===== config.mk =====
export PLATFORM = sky130hd
export DESIGN_NAME = cell_voltage_monitor_balancer_core
export DESIGN_NICKNAME = d
export VERILOG_FILES = /design/src/design/cvmb_pkg.sv /design/src/design/cell_voltage_monitor_balancer_core.sv
export SDC_FILE = /design/constraint.sdc
export NUM_CORES = 1
export LEC_CHECK = 0
export BUFFER_PORTS_ARGS = -buffer_cell sky130_fd_sc_hd__buf_2
export CORE_ASPECT_RATIO = 0.8
export CORE_UTILIZATION = 51
export CTS_CLUSTER_DIAMETER = 150
export DETAILED_ROUTE_END_ITERATION = 16
export PLACE_DENSITY = 0.69
export SLEW_MARGIN = 0
export SYNTH_ARGS = -nofsm -noshare
export SYNTH_HDL_FRONTEND = slang
export SYNTH_SLANG_ARGS = --single-unit

===== constraint.sdc =====
create_clock -name clk -period 11.6 [get_ports clk]
set_input_delay 0.58 -clock clk [delete_from_list [all_inputs] [get_ports clk]]
set_output_delay 0.58 -clock clk [all_outputs]
set_load 0.02 [all_outputs]

===== src/design/cvmb_pkg.sv =====
`default_nettype none

package cvmb_pkg;

  typedef enum logic [1:0] {
    MODE_INIT        = 2'd0,
    MODE_STANDBY     = 2'd1,
    MODE_DISCHARGING = 2'd2,
    MODE_FAULT       = 2'd3
  } mode_t;

  // How the output stage treats soc, over and under for one result
  typedef enum logic [1:0] {
    RES_KEEP = 2'd0,
    RES_CALC = 2'd1,
    RES_ZERO = 2'd2
  } res_kind_t;

  typedef enum logic [1:0] {
    REG_OVER_LIMIT  = 2'd0,
    REG_UNDER_LIMIT = 2'd1,
    REG_MAX_TRIES   = 2'd2
  } reg_index_t;

  typedef struct packed {
    logic [12:0] voltage;
    mode_t       mode;
    logic        toggle;
    logic        fault;
    res_kind_t   kind;
  } result_t;

  localparam int MV_W = 13;

  // Exact floor division of a sum below 2**19 by a divisor up to 64:
  // q = (sum * ceil(2**DIV_SHIFT / d)) >> DIV_SHIFT
  localparam int DIV_SHIFT = 25;
  localparam int RECIP_W   = DIV_SHIFT + 1;

  localparam logic [12:0] SOC_MULT   = 13'd5461;
  localparam int          SOC_SHIFT  = 16;
  localparam logic [10:0] SOC_OFFSET = 11'd250;

  localparam logic [12:0] OVER_RESET  = 13'd4200;
  localparam logic [12:0] UNDER_RESET = 13'd3000;
  localparam logic [3:0]  TRIES_RESET = 4'd3;
  localparam logic [3:0]  TRIES_MAX   = 4'd15;

endpackage

`default_nettype wire


===== src/design/cell_voltage_monitor_balancer_core.sv =====
// Pipeline: input register, state update stage, output register.
// A result moves from the input register through the state update stage to the output register; one item per cycle
// sustained, limited only by the output handshake.
// The state update stage holds one multiply by the averaging reciprocal.
// Synchronous reset returns the mode to init, clears all measurement state
// and restores the threshold registers to their defaults.
`default_nettype none

module cell_voltage_monitor_balancer_core #(
  parameter int SAMPLES = 8
) (
  input  wire logic        clk,
  input  wire logic        rst,
  input  wire logic        cfg_we,
  input  wire logic [1:0]  cfg_index,
  input  wire logic [12:0] cfg_data,
  input  wire logic        in_valid,
  output logic             in_ready,
  input  wire logic        op,
  input  wire logic [12:0] sample_mv,
  input  wire logic [12:0] delta_mv,
  output logic             out_valid,
  input  wire logic        out_ready,
  output logic [12:0]      voltage_mv,
  output logic [9:0]       soc,
  output logic [12:0]      over_mv,
  output logic [12:0]      under_mv,
  output logic [1:0]       cell_mode_out,
  output logic             toggle_balance,
  output logic             fault
);

  localparam int SumW   = $clog2(SAMPLES * 8191 + 1);
  localparam int CntW   = $clog2(SAMPLES + 1);
  localparam int RecipW = cvmb_pkg::RECIP_W;
  localparam int ProdW  = SumW + RecipW;
  localparam logic [RecipW-1:0] Recip =
    RecipW'(((1 << cvmb_pkg::DIV_SHIFT) + SAMPLES - 1) / SAMPLES);
  localparam logic [CntW-1:0] CntLast = CntW'(SAMPLES);

  // configuration
  logic [12:0] over_limit;
  logic [12:0] under_limit;
  logic [3:0]  max_attempts;

  // input register
  logic        s1_valid;
  logic        s1_op;
  logic [12:0] s1_sample;
  logic [12:0] s1_delta;

  // measurement state
  cvmb_pkg::mode_t cell_mode;
  logic [SumW-1:0] sample_sum;
  logic [CntW-1:0] good_samples;
  logic [3:0]      failed_tries;
  logic [12:0]     cell_voltage;
  logic [12:0]     discharge_target;

  // reported amounts, updated in the output stage
  logic [9:0]  soc_value;
  logic [12:0] over_amount;
  logic [12:0] under_amount;

  // middle stage
  logic              s2_valid;
  cvmb_pkg::result_t s2_res;

  // handshake control
  logic out_adv;
  logic s2_free;
  logic s1_fire;

  assign out_adv  = !out_valid || out_ready;
  assign s2_free  = !s2_valid || out_adv;
  assign s1_fire  = s1_valid && s2_free;
  assign in_ready = !s1_valid || s1_fire;

  // state update logic
  cvmb_pkg::mode_t   mode_next;
  logic [SumW-1:0]   sum_next;
  logic [CntW-1:0]   cnt_next;
  logic [3:0]        tries_next;
  logic [12:0]       voltage_next;
  logic [12:0]       target_next;
  logic              res_valid;
  cvmb_pkg::result_t res;
  logic [SumW-1:0]   sum_add;
  logic [CntW-1:0]   cnt_add;
  logic [3:0]        tries_inc;
  logic [ProdW-1:0]  avg_prod;
  logic [12:0]       avg;
  logic [12:0]       target_cmd;

  always_comb begin
    sum_add    = sample_sum + SumW'(s1_sample);
    cnt_add    = good_samples + CntW'(1);
    tries_inc  = (failed_tries < cvmb_pkg::TRIES_MAX) ? failed_tries + 4'd1 : failed_tries;
    avg_prod   = ProdW'(sum_add) * ProdW'(Recip);
    avg        = avg_prod[cvmb_pkg::DIV_SHIFT +: cvmb_pkg::MV_W];
    target_cmd = (cell_voltage > s1_delta) ? cell_voltage - s1_delta : 13'd0;
  end

  always_comb begin
    mode_next    = cell_mode;
    sum_next     = sample_sum;
    cnt_next     = good_samples;
    tries_next   = failed_tries;
    voltage_next = cell_voltage;
    target_next  = discharge_target;
    res_valid    = 1'b0;
    res.voltage  = cell_voltage;
    res.mode     = cell_mode;
    res.toggle   = 1'b0;
    res.fault    = 1'b0;
    res.kind     = cvmb_pkg::RES_KEEP;
    if (s1_op) begin
      // discharge command: new target, restart the measurement
      target_next = target_cmd;
      sum_next    = '0;
      cnt_next    = '0;
      tries_next  = 4'd0;
      res_valid   = 1'b1;
      if (cell_voltage > target_cmd) begin
        mode_next  = cvmb_pkg::MODE_DISCHARGING;
        res.toggle = 1'b1;
      end else begin
        mode_next = cvmb_pkg::MODE_STANDBY;
      end
      res.mode = mode_next;
    end else if (s1_sample == 13'd0) begin
      tries_next = tries_inc;
      if (tries_inc >= max_attempts) begin
        mode_next    = cvmb_pkg::MODE_FAULT;
        voltage_next = 13'd0;
        sum_next     = '0;
        cnt_next     = '0;
        tries_next   = 4'd0;
        res_valid    = 1'b1;
        res.voltage  = 13'd0;
        res.mode     = cvmb_pkg::MODE_FAULT;
        res.fault    = 1'b1;
        res.kind     = cvmb_pkg::RES_ZERO;
      end
    end else begin
      tries_next = 4'd0;
      if (cnt_add < CntLast) begin
        sum_next = sum_add;
        cnt_next = cnt_add;
      end else begin
        sum_next     = '0;
        cnt_next     = '0;
        voltage_next = avg;
        res_valid    = 1'b1;
        res.voltage  = avg;
        if (cell_mode == cvmb_pkg::MODE_DISCHARGING) begin
          if (avg > discharge_target) begin
            res.toggle = 1'b1;
          end else begin
            mode_next = cvmb_pkg::MODE_STANDBY;
          end
        end else begin
          res.kind = cvmb_pkg::RES_CALC;
        end
        res.mode = mode_next;
      end
    end
  end

  // output stage arithmetic
  logic [25:0] soc_prod;
  logic [10:0] soc_wide;
  logic [9:0]  soc_next;
  logic [12:0] over_next;
  logic [12:0] under_next;

  always_comb begin
    soc_prod = 26'(s2_res.voltage) * 26'(cvmb_pkg::SOC_MULT);
    soc_wide = {1'b0, soc_prod[cvmb_pkg::SOC_SHIFT +: 10]} - cvmb_pkg::SOC_OFFSET;
    case (s2_res.kind)
      cvmb_pkg::RES_CALC: begin
        soc_next   = soc_wide[9:0];
        over_next  = (s2_res.voltage >= over_limit) ? s2_res.voltage - over_limit : 13'd0;
        under_next = (s2_res.voltage < under_limit) ? under_limit - s2_res.voltage : 13'd0;
      end
      cvmb_pkg::RES_ZERO: begin
        soc_next   = 10'd0;
        over_next  = 13'd0;
        under_next = 13'd0;
      end
      default: begin
        soc_next   = soc_value;
        over_next  = over_amount;
        under_next = under_amount;
      end
    endcase
  end

  // configuration writes
  always_ff @(posedge clk) begin
    if (rst) begin
      over_limit   <= cvmb_pkg::OVER_RESET;
      under_limit  <= cvmb_pkg::UNDER_RESET;
      max_attempts <= cvmb_pkg::TRIES_RESET;
    end else if (cfg_we) begin
      case (cvmb_pkg::reg_index_t'(cfg_index))
        cvmb_pkg::REG_OVER_LIMIT:  over_limit   <= cfg_data;
        cvmb_pkg::REG_UNDER_LIMIT: under_limit  <= cfg_data;
        cvmb_pkg::REG_MAX_TRIES:   max_attempts <= cfg_data[3:0];
        default: ;
      endcase
    end
  end

  // input register
  always_ff @(posedge clk) begin
    if (rst) begin
      s1_valid <= 1'b0;
    end else if (in_ready) begin
      s1_valid <= in_valid;
    end
  end

  always_ff @(posedge clk) begin
    if (in_valid && in_ready) begin
      s1_op     <= op;
      s1_sample <= sample_mv;
      s1_delta  <= delta_mv;
    end
  end

  // measurement state and middle stage
  always_ff @(posedge clk) begin
    if (rst) begin
      cell_mode        <= cvmb_pkg::MODE_INIT;
      sample_sum       <= '0;
      good_samples     <= '0;
      failed_tries     <= 4'd0;
      cell_voltage     <= 13'd0;
      discharge_target <= 13'd0;
      s2_valid         <= 1'b0;
    end else begin
      if (s1_fire) begin
        cell_mode        <= mode_next;
        sample_sum       <= sum_next;
        good_samples     <= cnt_next;
        failed_tries     <= tries_next;
        cell_voltage     <= voltage_next;
        discharge_target <= target_next;
        s2_valid         <= res_valid;
      end else if (out_adv) begin
        s2_valid <= 1'b0;
      end
    end
  end

  always_ff @(posedge clk) begin
    if (s1_fire) begin
      s2_res <= res;
    end
  end

  // output register
  always_ff @(posedge clk) begin
    if (rst) begin
      out_valid    <= 1'b0;
      soc_value    <= 10'd0;
      over_amount  <= 13'd0;
      under_amount <= 13'd0;
    end else if (out_adv) begin
      out_valid <= s2_valid;
      if (s2_valid) begin
        soc_value    <= soc_next;
        over_amount  <= over_next;
        under_amount <= under_next;
      end
    end
  end

  always_ff @(posedge clk) begin
    if (out_adv && s2_valid) begin
      voltage_mv     <= s2_res.voltage;
      soc            <= soc_next;
      over_mv        <= over_next;
      under_mv       <= under_next;
      cell_mode_out  <= s2_res.mode;
      toggle_balance <= s2_res.toggle;
      fault          <= s2_res.fault;
    end
  end

endmodule

`default_nettype wire

==> results of run 1 <==
flip-flops by register name, indices dropped and copies added (netlist names), 2 cells and up:
signal            cells
under_mv             13
over_amount          13
soc                  10
s1_delta             13
cell_mode             2
under_amount         13
discharge_target     13
sample_sum           16
max_attempts          4
s1_sample            13
over_limit           13
soc_value            10
cell_voltage         13
good_samples          3
over_mv              13
under_limit          13
voltage_mv           13
s2_res               18
failed_tries          4
cell_mode_out         2
layer usage:
| layer | routed length, µm | vias to the layer above | part of all wire, % |
|---|---|---|---|
| met5 | 0 | - | 0 |
| met4 | 812 | 0 | 2.5 |
| met3 | 1540 | 47 | 4.7 |
| met2 | 14500 | 263 | 45 |
| met1 | 15500 | 5117 | 48 |
| li1 | - | 5340 | - |
layout make-up:
class	instances	area, µm²	share of cell area (%)
Clock buffer	27	654	4.17
Clock inverter	17	226	1.44
Inverter	193	724	4.62
Multi-Input combinational cell	1014	7700	49.1
Sequential cell	218	5350	34.1
Tap cell	357	447	2.85
Timing Repair Buffer	110	576	3.67
critical path, cell delays in order, from the launching register on:
cell	delay (ps)
edfxtp_1	530
ha_1	370
fa_1	520
inv_1	60
fa_1	500
inv_1	60
fa_1	550
inv_1	70
fa_1	540
inv_1	40
ha_1	320
a21oi_1	150
o21ai_0	200
a211o_1	370
and2_1	180
or2_2	320
ha_1	260
nor4_4	340
nand3_2	160
nor4b_1	350
nor3_2	120
or3_1	370
nand3_1	90
through the flow:
step | power [W] | area [µm²] | cells | worst slack, ps
2_1_floorplan | 0.00124 | 13900 | 1469 | 5590
3_3_place_gp | 0.00134 | 14800 | 1892 | 5330
3_5_place_dp | 0.00135 | 14800 | 1892 | 5050
4_1_cts | 0.00220 | 15700 | 1936 | 5040
5_1_grt | 0.00229 | 15700 | 1936 | 4760
6_report | 0.00219 | 15700 | 1936 | 5010
cell usage in the layout, fill, tap and decap left out, types with 19 or more instances in the layout:
cell       Yosys  routed
nor2_1       104     104
a21o_1        19      19
buf_2          0     100
nand3_1       39      39
nand3b_1      22      22
clkbuf_16      0      26
nor3_1        29      29
o21ai_0       61      61
nand2_1      145     145
fa_1          48      48
xnor2_1       27      27
inv_1        192     191
xor2_1        19      19
ha_1         152     152
a21oi_1       89      89
dfxtp_1      120     120
edfxtp_1      98      98
a22o_1        29      29
worst max path at each step:
stage                           from  endpoint  slack, ps  cells after the start
after floorplan            s2_res[7]    soc[9]       5590                     22
after global placement     s2_res[7]    soc[9]       5330                     22
after detailed placement  s2_res[10]    soc[9]       5050                     22
after CTS                 s2_res[10]    soc[9]       5040                     22
after global routing       s2_res[7]    soc[9]       4760                     23
final                     s2_res[10]    soc[9]       5010                     22
power by group through the flow:
stage / Sequential [W] / Clock [W] / Combinational, W
6_report: 0.000840 / 0.000846 / 0.000502
3_3_place_gp: 0.000856 / 0 / 0.000486
3_5_place_dp: 0.000857 / 0 / 0.000498
2_1_floorplan: 0.000857 / 0 / 0.000379
4_1_cts: 0.000840 / 0.000858 / 0.000502
5_1_grt: 0.000842 / 0.000887 / 0.000565
kinds of logic (layout without fill, tap and decap cells):
group	Yosys count	after routing	share of synthesized area [%]
xor gates and xnor gates	47	47	3.09
buffers and inverters	237	347	6.44
muxes	11	11	0.809
AOI/OAI and AO/OA	322	322	15.6
adders and majority gates	200	200	20.6
and+or+nand+nor	434	434	15.1
DFF	218	218	38.4
==> results_dict.tcl, run 1 <==
set metrics [dict create \
    worstMarginPinSlew_ps 1010 \
    clk_pin_slew_ps 70 \
    power_switching_w 0.000639 \
    cts.htree.levels 1 \
    cts_buffers 24 \
    cts_tree "yes" \
    hold_buffers 0 \
    grt_max_degree 74 \
    drv_slew 0 \
    grt_pass1_vias 9953 \
    worst_ep_arrival_time_ps 6980 \
    via_per_inst 5.56 \
    top_usage_layer "met2" \
    clkPwrFrac_pct 38.7 \
    min_to "s1_sample[3]" \
    syn_inst 1469 \
    ir_drop_mv 0.127 \
    drv_cap 0 \
    switching_share_pct 29.2 \
    power.leakage_nw 6.79 \
    clk_latency_ps 530 \
    initial_core_util_pct 52.5 \
    postRouteAntennaNets 0 \
    ys_seq_area_share_pct 38.4 \
    async_flop_share_pct 0 \
    synth_flop_cell "dfxtp_1" \
    holdWs_ps 227 \
    drtPass1Iterations 5 \
    synthMostInstantiatedCell "inv_1" \
    root_buffer "clkbuf_16" \
    globalRoute.totalOverflow 0 \
    grt_usage_pct 23.2 \
    synth_largest_area_cell "edfxtp_1" \
    synth-edff-count 98 \
    fin_util_pct 59.1 \
    synth_top_cell_area_share_pct 21.1 \
    met3_usage_pct 2.70 \
    cts.sink_count 218 \
    fp.dieH_um 150 \
    reg2regPathDepth 22 \
    hold_path.startpoint "sample_mv[3]" \
    antenna_found_initial 0 \
    yosysWarnings 0 \
    drive_gt1_share_pct 11.2 \
    outcome "finished clean" \
    cp-start-kind "flip-flop" \
    cp_max_fo 6 \
    nFillCells 2315 \
    avgSynthCellArea_um2 9.48 \
    ff2ff_setup_slack_ps 5010 \
    wirelength_mm 32.4 \
    cts_resized 0 \
    place.gp.congestion 0.935 \
    hold_violations 0 \
    min_period_ps 6590 \
    finalSetupTns_ps 0 \
    rsz0062_at_grt "false" \
    synth_nets 1716 \
    r2r-end "soc[9]" \
    internal_power_w 0.00155 \
    yosysUniqueCellTypes 75 \
    first_iter_violations 737 \
    grt_pass1_wl_mm 51.8 \
    hpwl_mm 24.6 \
    slew_headroom_pct 32.6 \
    fin_crit_sh_pct 56.8 \
    final.setup_skew_ps 9.97 \
    synth.top_cells.by_count "inv_1 (192), ha_1 (152), nand2_1 (145)" \
    power_frac_seq_pct 38.4 \
    clock_path_buffers 3 \
    drc_errors 0 \
    use_met2_pct 37.5 \
    crit_path_end_kind "flip-flop" \
    area_delta_synth_final_pct 12.6 \
    syn-cell-area_um2 13900 \
    worstReg2RegStart "s2_res[10]" \
    antenna_cells 0 \
    postCtsSetupRepairBufs 0 \
    routedWlPerCell_um 16.7 \
    ios 102 \
    min_path_cells 1 \
    p_comb_share_pct 22.9 \
    hp-class "in -> reg" \
    die_x_um 187 \
    power.density_nw_per_um2 140 \
    numPortBuffers 101 \
    vias 10800 \
    use_met1_pct 32.6 \
    fmax_mhz 152 \
    core_region_area_um2 26500 \
    dieArea_um2 28000 \
    num_rows 53 \
    final_nets 1808 \
    synth_seq_cells 218 \
    critical_path_class "reg -> reg" \
    setup_viol 0 \
    synthTopCellsByArea "edfxtp_1 (21%), dfxtp_1 (17%), ha_1 (14%)" \
    critical_path_required_ps 11990 \
]
Note: power is estimated with default switching activity, not from simulation.
==> inputs of run 2 (changes only) <==
clock period = 6.45 ns   (was 11.6 ns; I/O delays follow)
==> results_dict.tcl, run 2 (same netlist as run 1, synthesis figures left out) <==
set metrics [dict create \
    outcome "finished clean" \
    layout_commonest_cell "inv_1" \
    final_cell_mix "inv_1 (191), ha_1 (148), nand2_1 (145)" \
    antenna_cells 0 \
    place.gp.congestion 0.914 \
    r2r-end "soc[9]" \
    cp-start-kind "flip-flop" \
    grt_pass1_vias 10400 \
    clk_pin_slew_ps 70 \
    die_x_um 187 \
    fin_cells 1978 \
    globalRoute.totalOverflow 0 \
    first_iter_violations 758 \
    hpwl_mm 25.1 \
    vias 10900 \
    cp_max_fo 5 \
    drv_slew 0 \
    via_per_inst 5.53 \
    crit_path_start "s2_res[8]" \
    cts.htree.levels 1 \
    largest_register_ffs 18 \
    drive_gt1_share_pct 12.2 \
    clk_latency_ps 520 \
    power.leakage_nw 6.93 \
    top_register "s2_res" \
    root_buffer "clkbuf_16" \
    cts.sink_count 218 \
    area_delta_synth_final_pct 14.9 \
    core_region_area_um2 26500 \
    reg2regPathDepth 22 \
    ff2ff_setup_slack_ps 280 \
    grt_usage_pct 24.0 \
    ios 102 \
    ir_drop_mv 0.192 \
    dieArea_um2 28000 \
    cp_cell_sequence "ha_4 -> fa_1 -> inv_1 -> fa_1 -> inv_1 -> fa_1 -> inv_1 -> fa_1 -> inv_1 -> ha_1 -> a21oi_1 -> o21ai_2 -> a211o_1 -> and2_1 -> or2_2 -> ha_2 -> nor4_4 -> nand3_4 -> nor4b_4 -> nor3_4 -> or3_1 -> nand3_1" \
    cts_buffers 24 \
    final.setup_skew_ps 8.48 \
    post-place-ws_ps -118 \
    routedWlPerCell_um 17.0 \
    grt_max_degree 74 \
    worstMarginPinSlew_ps 1090 \
    cts_tree "yes" \
    top_regs "s2_res: 18 flops, sample_sum: 16 flops" \
    drv_cap 0 \
    holdWs_ps 43.4 \
    worst_ep_arrival_time_ps 6550 \
    postRouteAntennaNets 0 \
    min_period_ps 6170 \
    critical_path_required_ps 6830 \
    p_total_w 0.00378 \
    hp-class "in -> reg" \
    fp.dieH_um 150 \
    max_stage_delay_ps 530 \
    hold_path.startpoint "cfg_data[6]" \
    critical_path_class "reg -> reg" \
    numPortBuffers 101 \
    worstReg2RegStart "s2_res[8]" \
    dp_cells 1901 \
    finalWorstSetupSlack_ps 280 \
    drc_errors 0 \
    setup_viol 0 \
    hold_violations 0 \
    grt_pass1_wl_mm 53.5 \
    fin_crit_sh_pct 95.7 \
    initial_core_util_pct 52.5 \
    wirelength_mm 33.7 \
    min_path_cells 2 \
    final_nets 1850 \
    num_rows 53 \
    fmax_mhz 162 \
    drtPass1Iterations 5 \
    finalSetupTns_ps 0 \
    slowest_stage "fa_1" \
    slew_headroom_pct 27.3 \
    power.density_nw_per_um2 236 \
    antenna_found_initial 0 \
    min_to "over_limit[6]" \
    crit_path_end_kind "flip-flop" \
    clock_path_buffers 3 \
]
run 2: power breakdown:
part	internal [W]	total (W)	switching (W)
clock network	0.000732	0.00130	0.000568
logic	0.000404	0.000967	0.000563
registers	0.00148	0.00151	0.0000237
total	0.00262	0.00378	0.00115
run 2: what timing repair did:
action / 4_1_cts / 5_1_grt
gates cloned: 0 / 0
setup buffers: 1 / 5
gates resized for setup: 1 / 16
hold endpoints to repair: 27 / 0
pin swaps: 0 / 4
hold buffers: 27 / 0
setup endpoints to repair: 1 / 2
run 2: per-layer routing:
metal	up-vias	GRT usage [%]	part of all wire, %
met4	0	5.49	1.9
li1	5445	-	-
met5	-	0	0
met1	5198	32.7	47
met2	264	39.9	46
met3	41	4.15	5.3
run 2: stage by stage:
stage                     area (µm²)  util, %
final                          16000     60.3
after global routing           16000     60.3
after CTS                      15900     59.9
after detailed placement       14900     56.0
after global placement         14900     56.0
after floorplan                13900        -
run 2: worst max-delay path: cells and delay by family (launching register included):
family / cells / cell delay [ps]
AO/OA/AOI/OAI: 3 / 610
flip-flops: 1 / 450
buffers and inverters: 4 / 220
adder cells (fa/ha/maj): 7 / 2890
AND/OR/NAND/NOR: 8 / 1870
run 2: final cells by class:
type	instances	area, µm²
Timing Repair Buffer	152	958
Tap cell	357	447
Multi-Input combinational cell	1014	7790
Fill cell	2331	10500
Clock inverter	11	60.1
Sequential cell	218	5350
Clock buffer	33	676
Inverter	193	724
run 2: how the worst max path moves through the flow:
| stage | endpoint | cells after the start |
|---|---|---|
| 2_1_floorplan | soc[9] | 22 |
| 3_3_place_gp | soc[9] | 22 |
| 3_5_place_dp | soc[9] | 22 |
| 4_1_cts | soc[9] | 22 |
| 5_1_grt | soc[9] | 22 |
| 6_report | soc[9] | 22 |
